$ cat src/design/twrt_pkg.sv
// Package with widths, codes and register map of the tokened write retry tracker.
package twrt_pkg;

	localparam int TOKEN_W  = 32;
	localparam int TIME_W   = 32;
	localparam int SENSOR_W = 32;
	localparam int VALUE_W  = 12;
	localparam int SHOWQ_W  = 11;
	localparam int CFG_W    = 16;
	localparam int CODE_W   = 8;
	localparam int PDATA_W  = 32;
	localparam int PADDR_W  = 4;

	localparam logic [CFG_W-1:0] WINDOW_RESET = CFG_W'(600);
	localparam logic [CFG_W-1:0] RESEND_RESET = CFG_W'(60);
	localparam logic [CFG_W-1:0] PROBE_RESET  = CFG_W'(60);

	typedef enum logic [1:0] {
		REG_WINDOW = 2'd0,
		REG_RESEND = 2'd1,
		REG_PROBE  = 2'd2,
		REG_NONE   = 2'd3
	} reg_idx_t;

	typedef enum logic [2:0] {
		ACT_TICK    = 3'd0,
		ACT_QUEUE   = 3'd1,
		ACT_CANCEL  = 3'd2,
		ACT_ATTEMPT = 3'd3,
		ACT_REPLY   = 3'd4
	} action_t;

	typedef enum logic [2:0] {
		ST_NOTHING   = 3'd0,
		ST_QUEUED    = 3'd1,
		ST_REFUSED   = 3'd2,
		ST_CANCELLED = 3'd3,
		ST_PROBE     = 3'd4,
		ST_WRITE     = 3'd5,
		ST_DISCARDED = 3'd6,
		ST_RESOLVED  = 3'd7
	} status_t;

	typedef enum logic [2:0] {
		VD_NONE          = 3'd0,
		VD_APPLIED       = 3'd1,
		VD_REJECTED      = 3'd2,
		VD_FAILED        = 3'd3,
		VD_NOT_SUPPORTED = 3'd4
	} verdict_t;

endpackage

$ cat src/design/twrt_evt_if.sv
// Event channel interface: valid, ready and the fields of one event item.
interface twrt_evt_if;
	import twrt_pkg::*;

	logic                       valid;
	logic                       ready;
	logic [2:0]                 action;
	logic [TIME_W-1:0]          now;
	logic [SENSOR_W-1:0]        dev_id;
	logic signed [VALUE_W-1:0]  value;
	logic                       link_known;
	logic                       perm_known;
	logic                       permitted;
	logic                       write_accepted;
	logic [CODE_W-1:0]          reply_code;
	logic [TOKEN_W-1:0]         reply_token;

	modport source (
		output valid, action, now, dev_id, value, link_known, perm_known,
			permitted, write_accepted, reply_code, reply_token,
		input  ready
	);

	modport sink (
		input  valid, action, now, dev_id, value, link_known, perm_known,
			permitted, write_accepted, reply_code, reply_token,
		output ready
	);

endinterface

$ cat src/design/twrt_res_if.sv
// Result channel interface: valid, ready and the fields of one result item.
interface twrt_res_if;
	import twrt_pkg::*;

	logic                       valid;
	logic                       ready;
	logic [2:0]                 event_status;
	logic signed [VALUE_W-1:0]  out_value;
	logic [SENSOR_W-1:0]        out_sensor;
	logic [TOKEN_W-1:0]         out_token;
	logic [2:0]                 verdict;
	logic [SHOWQ_W-1:0]         shown_queued;
	logic signed [VALUE_W-1:0]  shown_last_value;
	logic [2:0]                 shown_last_verdict;
	logic [TIME_W-1:0]          shown_last_time;

	modport source (
		output valid, event_status, out_value, out_sensor, out_token, verdict,
			shown_queued, shown_last_value, shown_last_verdict, shown_last_time,
		input  ready
	);

	modport sink (
		input  valid, event_status, out_value, out_sensor, out_token, verdict,
			shown_queued, shown_last_value, shown_last_verdict, shown_last_time,
		output ready
	);

endinterface

$ cat src/design/tokened_write_retry_tracker_unit.sv
// Top level of the tokened write retry tracker: entry state, event decode and result register.
//
//  channel  direction  handshake          content
//  evt      in         valid/ready        one event item per accept
//  res      out        valid/ready        one result item per event
//  apb      in         psel/penable       window, resend and probe registers
//
// Each event item is decoded and applied to the entry state in the cycle it is
// accepted, and its result item is valid in the result register on the next cycle.
// One item is taken per cycle; a new item is accepted while the result register
// is empty or its item is taken in the same cycle. A stalled result holds evt
// off. Reset clears the entry, the token counter and the last record.
module tokened_write_retry_tracker_unit (
	input  logic                         clk,
	input  logic                         arst_n,
	twrt_evt_if.sink                     evt,
	twrt_res_if.source                   res,
	input  logic                         psel,
	input  logic                         penable,
	input  logic                         pwrite,
	input  logic [twrt_pkg::PADDR_W-1:0] paddr,
	input  logic [twrt_pkg::PDATA_W-1:0] pwdata,
	output logic [twrt_pkg::PDATA_W-1:0] prdata,
	output logic                         pready
);
	import twrt_pkg::*;

	logic [CFG_W-1:0] window_q, resend_q, probe_q;

	logic signed [VALUE_W-1:0] queued_value_q, last_value_q;
	logic [SENSOR_W-1:0]       queued_sensor_q, last_sensor_q;
	logic [TOKEN_W-1:0]        live_token_q, next_token_q;
	logic [TIME_W-1:0]         giveup_time_q, resend_time_q, probe_time_q, last_time_q;
	logic [2:0]                last_verdict_q;

	logic signed [VALUE_W-1:0] queued_value_d, last_value_d;
	logic [SENSOR_W-1:0]       queued_sensor_d, last_sensor_d;
	logic [TOKEN_W-1:0]        live_token_d, next_token_d, tok_inc;
	logic [TIME_W-1:0]         giveup_time_d, resend_time_d, probe_time_d, last_time_d;
	logic [2:0]                last_verdict_d;

	logic [2:0]                status_d, verdict_d;
	logic signed [VALUE_W-1:0] ov_d;
	logic [SENSOR_W-1:0]       os_d;
	logic [TOKEN_W-1:0]        ot_d;
	logic [SHOWQ_W-1:0]        sq_d;
	logic                      shown_d;

	logic                      res_valid_q;
	logic                      evt_fire;
	logic                      cfg_wr;
	reg_idx_t                  cfg_idx;
	logic                      have_entry;

	assign pready   = 1'b1;
	assign cfg_idx  = reg_idx_t'(paddr[3:2]);
	assign cfg_wr   = psel && penable && pwrite && pready;
	assign evt.ready = !res_valid_q || res.ready;
	assign evt_fire = evt.valid && evt.ready;
	assign have_entry = queued_value_q > 0;
	assign tok_inc  = next_token_q + TOKEN_W'(1);

	always_comb begin
		unique case (cfg_idx)
			REG_WINDOW: prdata = PDATA_W'(window_q);
			REG_RESEND: prdata = PDATA_W'(resend_q);
			REG_PROBE:  prdata = PDATA_W'(probe_q);
			default:    prdata = '0;
		endcase
	end

	always_ff @(posedge clk or negedge arst_n) begin
		if (!arst_n) begin
			window_q <= WINDOW_RESET;
			resend_q <= RESEND_RESET;
			probe_q  <= PROBE_RESET;
		end else if (cfg_wr) begin
			unique case (cfg_idx)
				REG_WINDOW: window_q <= pwdata[CFG_W-1:0];
				REG_RESEND: resend_q <= pwdata[CFG_W-1:0];
				REG_PROBE:  probe_q  <= pwdata[CFG_W-1:0];
				default: ;
			endcase
		end
	end

	always_comb begin
		queued_value_d  = queued_value_q;
		queued_sensor_d = queued_sensor_q;
		live_token_d    = live_token_q;
		next_token_d    = next_token_q;
		giveup_time_d   = giveup_time_q;
		resend_time_d   = resend_time_q;
		probe_time_d    = probe_time_q;
		last_value_d    = last_value_q;
		last_verdict_d  = last_verdict_q;
		last_sensor_d   = last_sensor_q;
		last_time_d     = last_time_q;
		status_d        = ST_NOTHING;
		verdict_d       = VD_NONE;
		ov_d            = '0;
		os_d            = '0;
		ot_d            = '0;

		case (evt.action)
			ACT_TICK: begin
				if (have_entry && giveup_time_q != '0 && evt.now > giveup_time_q) begin
					verdict_d = VD_FAILED;
					status_d  = ST_RESOLVED;
				end
			end
			ACT_QUEUE: begin
				if (evt.value <= 0) begin
					status_d = ST_REFUSED;
				end else begin
					queued_value_d  = evt.value;
					queued_sensor_d = evt.dev_id;
					next_token_d    = (tok_inc == '0) ? TOKEN_W'(1) : tok_inc;
					live_token_d    = next_token_d;
					giveup_time_d   = evt.now + TIME_W'(window_q);
					resend_time_d   = '0;
					probe_time_d    = '0;
					status_d        = ST_QUEUED;
				end
			end
			ACT_CANCEL: begin
				status_d = ST_CANCELLED;
			end
			ACT_ATTEMPT: begin
				if (have_entry && queued_sensor_q == evt.dev_id && evt.link_known) begin
					if (evt.perm_known && !evt.permitted) begin
						verdict_d = VD_NOT_SUPPORTED;
						status_d  = ST_RESOLVED;
					end else if (!evt.perm_known) begin
						if (evt.now >= probe_time_q) begin
							probe_time_d = evt.now + TIME_W'(probe_q);
							status_d     = ST_PROBE;
						end
					end else if (evt.now >= resend_time_q && evt.write_accepted) begin
						ov_d          = queued_value_q;
						os_d          = queued_sensor_q;
						ot_d          = live_token_q;
						resend_time_d = evt.now + TIME_W'(resend_q);
						status_d      = ST_WRITE;
					end
				end
			end
			ACT_REPLY: begin
				if (!have_entry || queued_sensor_q != evt.dev_id ||
						queued_value_q != evt.value || live_token_q != evt.reply_token) begin
					status_d = ST_DISCARDED;
				end else begin
					verdict_d = (evt.reply_code == '0) ? VD_APPLIED : VD_REJECTED;
					status_d  = ST_RESOLVED;
				end
			end
			default: ;
		endcase

		if (status_d == ST_RESOLVED) begin
			ov_d           = queued_value_q;
			os_d           = queued_sensor_q;
			last_value_d   = queued_value_q;
			last_time_d    = evt.now;
			last_verdict_d = verdict_d;
			last_sensor_d  = queued_sensor_q;
		end

		if (status_d == ST_RESOLVED || status_d == ST_CANCELLED) begin
			queued_value_d  = '0;
			queued_sensor_d = '0;
			live_token_d    = '0;
			giveup_time_d   = '0;
			resend_time_d   = '0;
			probe_time_d    = '0;
		end

		sq_d = (queued_value_d > 0 && queued_sensor_d == evt.dev_id) ?
			queued_value_d[SHOWQ_W-1:0] : '0;
		shown_d = (sq_d == '0) && (last_time_d != '0) && (last_sensor_d == evt.dev_id);
	end

	always_ff @(posedge clk or negedge arst_n) begin
		if (!arst_n) begin
			queued_value_q  <= '0;
			queued_sensor_q <= '0;
			live_token_q    <= '0;
			next_token_q    <= '0;
			giveup_time_q   <= '0;
			resend_time_q   <= '0;
			probe_time_q    <= '0;
			last_value_q    <= '0;
			last_verdict_q  <= '0;
			last_sensor_q   <= '0;
			last_time_q     <= '0;
		end else if (evt_fire) begin
			queued_value_q  <= queued_value_d;
			queued_sensor_q <= queued_sensor_d;
			live_token_q    <= live_token_d;
			next_token_q    <= next_token_d;
			giveup_time_q   <= giveup_time_d;
			resend_time_q   <= resend_time_d;
			probe_time_q    <= probe_time_d;
			last_value_q    <= last_value_d;
			last_verdict_q  <= last_verdict_d;
			last_sensor_q   <= last_sensor_d;
			last_time_q     <= last_time_d;
		end
	end

	always_ff @(posedge clk or negedge arst_n) begin
		if (!arst_n) begin
			res_valid_q <= 1'b0;
		end else if (evt_fire) begin
			res_valid_q <= 1'b1;
		end else if (res.ready) begin
			res_valid_q <= 1'b0;
		end
	end

	always_ff @(posedge clk) begin
		if (evt_fire) begin
			res.event_status       <= status_d;
			res.out_value          <= ov_d;
			res.out_sensor         <= os_d;
			res.out_token          <= ot_d;
			res.verdict            <= verdict_d;
			res.shown_queued       <= sq_d;
			res.shown_last_value   <= shown_d ? last_value_d : '0;
			res.shown_last_verdict <= shown_d ? last_verdict_d : '0;
			res.shown_last_time    <= shown_d ? last_time_d : '0;
		end
	end

	assign res.valid = res_valid_q;

endmodule
$ cat src/flat_wrapper.sv
// flat-port wrapper written by rule: the top's interface ports become plain ports
module tokened_write_retry_tracker_unit_flat import twrt_pkg::*;
  (clk, arst_n, psel, penable, pwrite, paddr, pwdata, prdata, pready, evt_valid, evt_action, evt_now, evt_dev_id, evt_value, evt_link_known, evt_perm_known, evt_permitted, evt_write_accepted, evt_reply_code, evt_reply_token, evt_ready, res_valid, res_event_status, res_out_value, res_out_sensor, res_out_token, res_verdict, res_shown_queued, res_shown_last_value, res_shown_last_verdict, res_shown_last_time, res_ready);
  twrt_evt_if evt_i ();
  twrt_res_if res_i ();
  input  logic clk;
  input  logic arst_n;
  input  logic psel;
  input  logic penable;
  input  logic pwrite;
  input  logic [twrt_pkg::PADDR_W-1:0] paddr;
  input  logic [twrt_pkg::PDATA_W-1:0] pwdata;
  output logic [twrt_pkg::PDATA_W-1:0] prdata;
  output logic pready;
  input wire logic [$bits(evt_i.valid)-1:0] evt_valid;
  input wire logic [$bits(evt_i.action)-1:0] evt_action;
  input wire logic [$bits(evt_i.now)-1:0] evt_now;
  input wire logic [$bits(evt_i.dev_id)-1:0] evt_dev_id;
  input wire logic [$bits(evt_i.value)-1:0] evt_value;
  input wire logic [$bits(evt_i.link_known)-1:0] evt_link_known;
  input wire logic [$bits(evt_i.perm_known)-1:0] evt_perm_known;
  input wire logic [$bits(evt_i.permitted)-1:0] evt_permitted;
  input wire logic [$bits(evt_i.write_accepted)-1:0] evt_write_accepted;
  input wire logic [$bits(evt_i.reply_code)-1:0] evt_reply_code;
  input wire logic [$bits(evt_i.reply_token)-1:0] evt_reply_token;
  output wire logic [$bits(evt_i.ready)-1:0] evt_ready;
  output wire logic [$bits(res_i.valid)-1:0] res_valid;
  output wire logic [$bits(res_i.event_status)-1:0] res_event_status;
  output wire logic [$bits(res_i.out_value)-1:0] res_out_value;
  output wire logic [$bits(res_i.out_sensor)-1:0] res_out_sensor;
  output wire logic [$bits(res_i.out_token)-1:0] res_out_token;
  output wire logic [$bits(res_i.verdict)-1:0] res_verdict;
  output wire logic [$bits(res_i.shown_queued)-1:0] res_shown_queued;
  output wire logic [$bits(res_i.shown_last_value)-1:0] res_shown_last_value;
  output wire logic [$bits(res_i.shown_last_verdict)-1:0] res_shown_last_verdict;
  output wire logic [$bits(res_i.shown_last_time)-1:0] res_shown_last_time;
  input wire logic [$bits(res_i.ready)-1:0] res_ready;
  assign evt_i.valid = evt_valid;
  assign evt_i.action = evt_action;
  assign evt_i.now = evt_now;
  assign evt_i.dev_id = evt_dev_id;
  assign evt_i.value = evt_value;
  assign evt_i.link_known = evt_link_known;
  assign evt_i.perm_known = evt_perm_known;
  assign evt_i.permitted = evt_permitted;
  assign evt_i.write_accepted = evt_write_accepted;
  assign evt_i.reply_code = evt_reply_code;
  assign evt_i.reply_token = evt_reply_token;
  assign evt_ready = evt_i.ready;
  assign res_valid = res_i.valid;
  assign res_event_status = res_i.event_status;
  assign res_out_value = res_i.out_value;
  assign res_out_sensor = res_i.out_sensor;
  assign res_out_token = res_i.out_token;
  assign res_verdict = res_i.verdict;
  assign res_shown_queued = res_i.shown_queued;
  assign res_shown_last_value = res_i.shown_last_value;
  assign res_shown_last_verdict = res_i.shown_last_verdict;
  assign res_shown_last_time = res_i.shown_last_time;
  assign res_i.ready = res_ready;
  tokened_write_retry_tracker_unit u_core (.clk(clk), .arst_n(arst_n), .evt(evt_i), .res(res_i), .psel(psel), .penable(penable), .pwrite(pwrite), .paddr(paddr), .pwdata(pwdata), .prdata(prdata), .pready(pready));
endmodule
$ cat config.mk
export PLATFORM = sky130hd
export DESIGN_NAME = tokened_write_retry_tracker_unit_flat
export DESIGN_NICKNAME = d
export VERILOG_FILES = /design/src/design/twrt_pkg.sv /design/src/design/twrt_evt_if.sv /design/src/design/twrt_res_if.sv /design/src/design/tokened_write_retry_tracker_unit.sv /design/src/flat_wrapper.sv
export SDC_FILE = /design/constraint.sdc
export NUM_CORES = 1
export LEC_CHECK = 0
export BUFFER_PORTS_ARGS = -buffer_cell sky130_fd_sc_hd__buf_2
export CORE_MARGIN = 2
export CORE_UTILIZATION = 46
export CTS_CLUSTER_SIZE = 16
export DETAILED_ROUTE_END_ITERATION = 10
export PLACE_DENSITY = 0.68
export SLEW_MARGIN = 20
export SYNTH_ARGS = -nofsm -noshare
export SYNTH_HDL_FRONTEND = slang
export SYNTH_SLANG_ARGS = --single-unit
$ cat constraint.sdc
create_clock -name clk -period 12.2 [get_ports clk]
set_input_delay 3.66 -clock clk [delete_from_list [all_inputs] [get_ports clk]]
set_output_delay 3.66 -clock clk [all_outputs]
set_load 0.02 [all_outputs]
==> results of run 1 <==
## cell families (layout without fill, tap and decap cells)
| group | after synthesis | count (layout) | share of synthesized area (%) |
|---|---|---|---|
| AOI/OAI and AO/OA | 500 | 500 | 11.9 |
| xor gates and xnor gates | 192 | 192 | 6.21 |
| adders and majority gates | 148 | 148 | 6.92 |
| buffers and inverters | 303 | 574 | 4.80 |
| DFF | 472 | 472 | 46.2 |
| muxes | 190 | 190 | 7.58 |
| other | 2 | 21 | 0.0277 |
| and+or+nand+nor | 817 | 817 | 16.3 |
## layout make-up
type / count / area share, %
clock buffer: 73 / 4.84
sequential: 472 / 40.4
inverter: 151 / 1.84
clock inverter: 23 / 0.912
multi-input combinational: 1865 / 43.3
tap: 765 / 3.09
antenna: 3 / 0.0242
timing repair buffer: 327 / 5.53
## layer usage
metal | vias to the layer above | GRT usage, % | part of all wire [%]
met5 | - | 0 | 0.017
met4 | 2 | 6.79 | 2.4
met3 | 122 | 4.25 | 6.7
met2 | 727 | 41.6 | 48
met1 | 10630 | 33.7 | 43
li1 | 9957 | - | -
## path summary, 6_finish.rpt
check,start,to,slack [ps],cells after the start
max in group asynchronous,arst_n,u_core.resend_time_q[19]$_DFFE_PN0P_,7590,2
min reg2reg,u_core.probe_time_q[10]$_DFFE_PN0P_,u_core.probe_time_q[10]$_DFFE_PN0P_,470,2
min in group asynchronous,arst_n,u_core.window_q[0]$_DFFE_PN0P_,3090,1
min,u_core.probe_time_q[10]$_DFFE_PN0P_,u_core.probe_time_q[10]$_DFFE_PN0P_,470,2
max reg2reg,u_core.resend_time_q[27]$_DFFE_PN0P_,u_core.res.shown_last_value[11]$_SDFFCE_PN0P_,6430,13
max,paddr[3],prdata[14],3370,5
## report_power, final
| group | internal (mW) | total (mW) | leakage (nW) | switching, mW |
|---|---|---|---|---|
| clock network | 0.949 | 1.62 | 0.876 | 0.675 |
| registers | 1.85 | 2.05 | 5.75 | 0.196 |
| logic | 0.465 | 1.12 | 6.89 | 0.658 |
## layout by cell type, fill, tap and decap left out, drive strengths merged, types with 15 or more instances in the layout
master / instances
buf: 327
a211oi: 17
mux2i: 69
clkinv: 17
nor2: 97
or3: 15
conb: 18
edfxtp: 140
and3: 54
o21ai: 181
nand4: 49
a22o: 40
nand2: 264
nand2b: 18
xnor2: 86
a21o: 27
nor4: 101
xor2: 106
a21oi: 85
dfrtp: 320
nor2b: 60
nand3: 56
clkbuf: 73
mux2: 121
nor3: 46
o31ai: 53
ha: 145
inv: 152
## through the flow
stage	total power, mW	area, um^2	worst slack [ps]	util (%)
floorplan	2.81	27200	3370	-
global placement	3.13	29200	2980	50.4
detailed placement	3.18	29200	2930	50.4
CTS	4.80	31000	3330	53.5
global route	5.03	31000	3230	53.5
finish	4.79	31000	3370	53.5
## worst max-delay path, cell delays in order
cell     delay [ps]
buf_2           310
nor2b_2         710
nand2_1         100
o21ai_0         150
buf_2           230
==> summary.txt, run 1 <==
Placement
  – Dpl hpwl: ~56 mm
  – GPL Wtd Cong: ~0.93
  – DP Cell Count: 3580
  – Port Buffers: about 310

Floorplanning
  – Die width: 247 um
  – Std-Cell Rows: 88
  – Core Area: 57900 um^2
  – IO Count: around 340
  – Vert. Die Dim: ~250 um
  – Initial Utilization: 46.8%
  – Die Area: 60900 um^2

Route
  – DR iter-0 viols: around 1500
  – First-pass detailed-route iteration total: 5
  – Residual DRC: 0
  – Detail Route Antenna Nets: 0
  – DR vias/cell: 5.83
  – WL final: 76.9 mm
  – Via Count: approximately 21000
  – WL/cell: between 20 and 25 um

STA
  – Fmax: about 0.11 GHz
  – Setup Skew: between 20 and 30 ps
  – Final Setup Violations: 0
  – Final Max Tran Viols: 0
  – Hold_ws: about 470 ps
  – RSZ-0062 raised after global routing: false
  – Post-layout min period: about 8800 ps
  – Tightest Pin Transition: ~1100 ps
  – TNS Setup: 0 ps
  – Hold Vio Cnt, Final: 0
  – Final cycle utilization of the critical path: between 70% and 80%
  – Slew HR: a little over a quarter

Run
  – Max-cap violations: 0

Clock tree
  – Hold-fix buffers at CTS: 0
  – Sink Count: around 470
  – Root buf cell: clkbuf_16
  – Post-CTS Setup Repair Bufs: 0
  – Cts repair resizes: 0
  – CTS tree: yes
  – Cts bufs inserted: between 50 and 60
  – CTS H-Tree Depth: 2
  – Clock Tree Buf Depth: 3
  – Insertion delay to the later sink of the worst-skew pair: 630 ps
  – Clock Pin Slew Worst Setup and Hold Paths: around 60 ps

Final layout
  – Post-layout nets: around 3200
  – FF+latch area: about 13000 um^2
  – Filler Cell Count: 5135
  – Layout cell share with drive strength beyond 1: about a fifth
  – Layout area overhead: 14.4%
  – Non-Filler Instances: roughly 3700
  – Multi-input gate area: between 10000 and 15000 um^2

Critical path
  – Critical path peak fanout: 20
  – Setup crit end kind: output pin
  – Worst path required time: between 8000 and 9000 ps
  – Critical path class: input port to output pin
  – Arrival @ worst endpoint: 5170 ps
  – CP startpoint kind: input port

Synthesis
  – Area fraction of the dominant cell type after synthesis: approximately 30%
  – Post-synth EDFFs: 140
  – Mean post-synth cell area: 10.3 um^2
  – Count leader, synth: dfrtp_1
  – Sequential-to-total area share from yosys stat: 46.2%
  – Area leader, netlist: dfrtp_1
  – Synthesis warning total: 0
  – Async S/R FF share, synth: roughly 70%
  – Post-synth design cell area: roughly 27000 um^2
  – Synth area leaders: dfrtp_1 30%, edfxtp_1 16%, ha_1 6.7%
  – Synth unique cells: between 90 and 100
  – Cells after Synth: between 2000 and 3000
  – Synth cell count leaders: 320 x dfrtp_1, 263 x nand2_1, 155 x o21ai_0, 148 x inv_1, 145 x ha_1
  – Ys flop type: dfrtp_1
  – Seq cells post-synth: ~470

GRT
  – Vias in the first global route: around 21000
  – Remaining Overflow, GRT: 0
  – Antenna violations before repair: 2
  – Global Route Usage Sum: around 25%
  – First-pass GRT wire length: 119 mm
  – Largest net degree at the start of global routing: 160

Power
  – PwrDens: 155 nW/um^2
  – Peak supply drop: between 100 and 150 uV
  – Leakage: between 10 and 15 nW

Outcome
  – Status: finished, final reports clean

Hold path
  – Hold WC Path Type: flop to flop
No activity file was read; power rests on OpenSTA's default activity.
==> run 2, diff against run 1 <==
Settings changed: PLACE_DENSITY 0.68 to 0.7.
Clock period 12.2 ns to 7.25 ns, I/O delays scaled along.
==> summary.txt, run 2 (synthesis results as in run 1) <==
STA
  – TNS Setup: 0 ps (unchanged)
  – Final Max Tran Viols: 0 (unchanged)
  – Slew HR: 28.8% (was 26.8%)
  – Final cycle utilization of the critical path: around 90%
  – Hold Vio Cnt, Final: 0 (unchanged)
  – Hold_ws: 475 ps (was 474 ps)
  – Setup Skew: 38.6 ps (was 26.9 ps)
  – Tightest Pin Transition: 1070 ps (was 1100 ps)
  – Post-layout min period: around 6400 ps
  – RSZ-0062 raised after global routing: false (unchanged)
  – Final Setup Violations: 0 (unchanged)
  – Fmax: 0.157 GHz

Route
  – DR iter-0 viols: 1869 (was 1493)
  – DR vias/cell: 5.84 (was 5.83)
  – Via Count: 21708 (was 21438)
  – First-pass detailed-route iteration total: 6 (was 5)
  – WL final: 79.0 mm (was 76.9 mm)
  – Detail Route Antenna Nets: 0 (unchanged)
  – WL/cell: 21.3 um (was 20.9 um)
  – Residual DRC: 0 (unchanged)

Power
  – Leakage: 13.8 nW (was 13.5 nW)
  – Sequential share of power: 42.0% (was 42.7%)
  – Peak supply drop: 208 uV (was 107 uV)
  – Design internal power: 5.59 mW (was 3.27 mW)
  – Comb power frac: 23.3% (was 23.4%)
  – Clock share of power: 34.7% (was 33.9%)
  – Sw Pwr: 2.62 mW (was 1.53 mW)
  – Net Sw Frac: 31.9% (about the same)
  – PwrDens: 262 nW/um^2 (was 155 nW/um^2)

Floorplanning
  – Std-Cell Rows: 88 (unchanged)
  – Vert. Die Dim: 247 um (unchanged)
  – Initial Utilization: 46.8% (unchanged)
  – IO Count: 341 (unchanged)
  – Core Area: 57900 um^2 (unchanged)
  – Die width: 247 um (unchanged)
  – Die Area: 60900 um^2 (unchanged)

Final layout
  – Post-layout nets: 3216 (was 3182)
  – Layout area overhead: 15.9% (was 14.4%)
  – Commonest non-fill, non-tap cell in the layout: dfrtp_1 (unchanged)
  – Most frequent cells in the layout: 320 x dfrtp_1, 304 x buf_2, 262 x nand2_1 (unchanged)
  – Layout cell share with drive strength beyond 1: 22.2% (was 21.0%)

Critical path
  – Critical path class: input port to flop (was input port to output pin)
  – Arrival @ worst endpoint: 6770 ps (was 5170 ps)
  – R2R Setup Slk: 2340 ps (was 6430 ps)
  – CP startpoint kind: input port (unchanged)
  – RR Startpoint: u_core.resend_time_q[25]$_DFFE_PN0P_ (was u_core.resend_time_q[27]$_DFFE_PN0P_)
  – Setup crit end kind: flop (was output pin)
  – R2R cell count: 16 (was 13)
  – Critical path peak fanout: 36 (was 20)
  – R2r endpoint: u_core.res.shown_last_time[26]$_SDFFCE_PN0P_ (was u_core.res.shown_last_value[11]$_SDFFCE_PN0P_)
  – Worst path required time: 7670 ps (was 8540 ps)

Placement
  – GPL Wtd Cong: 0.915 (was 0.928)
  – Port Buffers: 305 (unchanged)
  – Dpl hpwl: 57.8 mm (was 55.8 mm)

GRT
  – Largest net degree at the start of global routing: 113 (was 160)
  – Antenna violations before repair: 4 (was 2)
  – Vias in the first global route: 21252 (was 21048)
  – First-pass GRT wire length: 121 mm (was 119 mm)
  – Remaining Overflow, GRT: 0 (unchanged)
  – Global Route Usage Sum: 25.6% (was 25.0%)

Clock tree
  – CTS tree: yes (unchanged)
  – CTS H-Tree Depth: 2 (unchanged)
  – Post-CTS Setup Repair Bufs: 0 (unchanged)
  – Sink Count: 472 (unchanged)
  – Cts bufs inserted: 53 (was 51)
  – Root buf cell: clkbuf_16 (unchanged)
  – Insertion delay to the later sink of the worst-skew pair: 640 ps (was 630 ps)
  – Hold-fix buffers at CTS: 0 (unchanged)
  – Clock Pin Slew Worst Setup and Hold Paths: 60 ps (about the same)
  – Cts repair resizes: 0 (unchanged)
  – Clock Tree Buf Depth: 3 (unchanged)

Hold path
  – Hold WC Path Type: flop to flop (unchanged)
  – HP Start: u_core.probe_time_q[7]$_DFFE_PN0P_ (was u_core.probe_time_q[10]$_DFFE_PN0P_)
  – Hold EP: u_core.probe_time_q[7]$_DFFE_PN0P_ (was u_core.probe_time_q[10]$_DFFE_PN0P_)
  – Hold Path Depth: 2 (unchanged)

Outcome
  – Status: finished, final reports clean (unchanged)

Run
  – Max-cap violations: 0 (unchanged)
==> run 2: cell types whose count changed in the layout (fill, tap and decap cells not counted), sizes merged <==
cell / previous run / this run
buf: 327 / 359
bufinv: 4 / 5
clkbuf: 73 / 69
clkinv: 17 / 23
clkinvlp: 1 / 2
==> run 2: stage by stage <==
step           utilization (%)  power [mW]  setup slack (ps)  std cells  area (um^2)
3_5_place_dp              51.0        5.38               379       3612        29500
4_1_cts                   54.2        8.24              1000       3712        31400
5_1_grt                   54.2        8.61               750       3712        31400
3_3_place_gp              50.9        5.29               461       3612        29500
2_1_floorplan                -        4.73              1420       2640        27200
6_report                  54.2        8.21               896       3715        31400
==> run 2: cell type report <==
type                            count  area [um^2]
Fill cell                        5086        26500
Inverter                          151          572
Antenna cell                        3         7.51
Clock buffer                       69         1520
Clock inverter                     31          368
Timing Repair Buffer              359         2020
Tap cell                          765          957
Sequential cell                   472        12500
Multi-Input combinational cell   1865        13400
==> run 2: worst max path at each step <==
stage | slack, ps | startpoint | cells past startpoint | to
after global placement | 460 | evt_now[25] | 16 | u_core.res.shown_last_time[26]$_SDFFCE_PN0P_
after floorplan | 1420 | paddr[2] | 4 | prdata[10]
after detailed placement | 380 | evt_now[25] | 16 | u_core.res.shown_last_time[19]$_SDFFCE_PN0P_
after CTS | 1000 | evt_now[25] | 16 | u_core.res.shown_last_time[31]$_SDFFCE_PN0P_
after global routing | 750 | evt_now[25] | 16 | u_core.res.shown_last_time[27]$_SDFFCE_PN0P_
final | 900 | evt_now[25] | 16 | u_core.res.shown_last_time[26]$_SDFFCE_PN0P_
==> run 2: power by group through the flow <==
stage / sequential [mW] / combinational, mW / clock (mW)
5_1_grt: 3.49 / 2.12 / 2.99
6_report: 3.45 / 1.92 / 2.85
3_5_place_dp: 3.49 / 1.90 / 0
2_1_floorplan: 3.41 / 1.32 / 0
3_3_place_gp: 3.47 / 1.83 / 0
4_1_cts: 3.44 / 1.91 / 2.89
==> run 2: routing by layer <==
metal / vias up / share of wire [%] / track usage (%)
li1: 10017 / - / -
met1: 10705 / 44 / 35.5
met2: 829 / 46 / 41.2
met3: 153 / 7.0 / 4.04
met4: 4 / 2.9 / 8.03
met5: - / 0.028 / 0
==> run 2: critical path, stage by stage <==
cell       delay (ps)
buf_2             210
ha_1              340
and4_1            250
nor4bb_1          850
o211ai_1          270
a211oi_1          540
buf_4             230
o31ai_2            90
a211oi_2          250
buf_4             200
nor2_4             40
buf_4             250
o32ai_1           240
o2111ai_4         220
buf_12            230
nor4_1            310
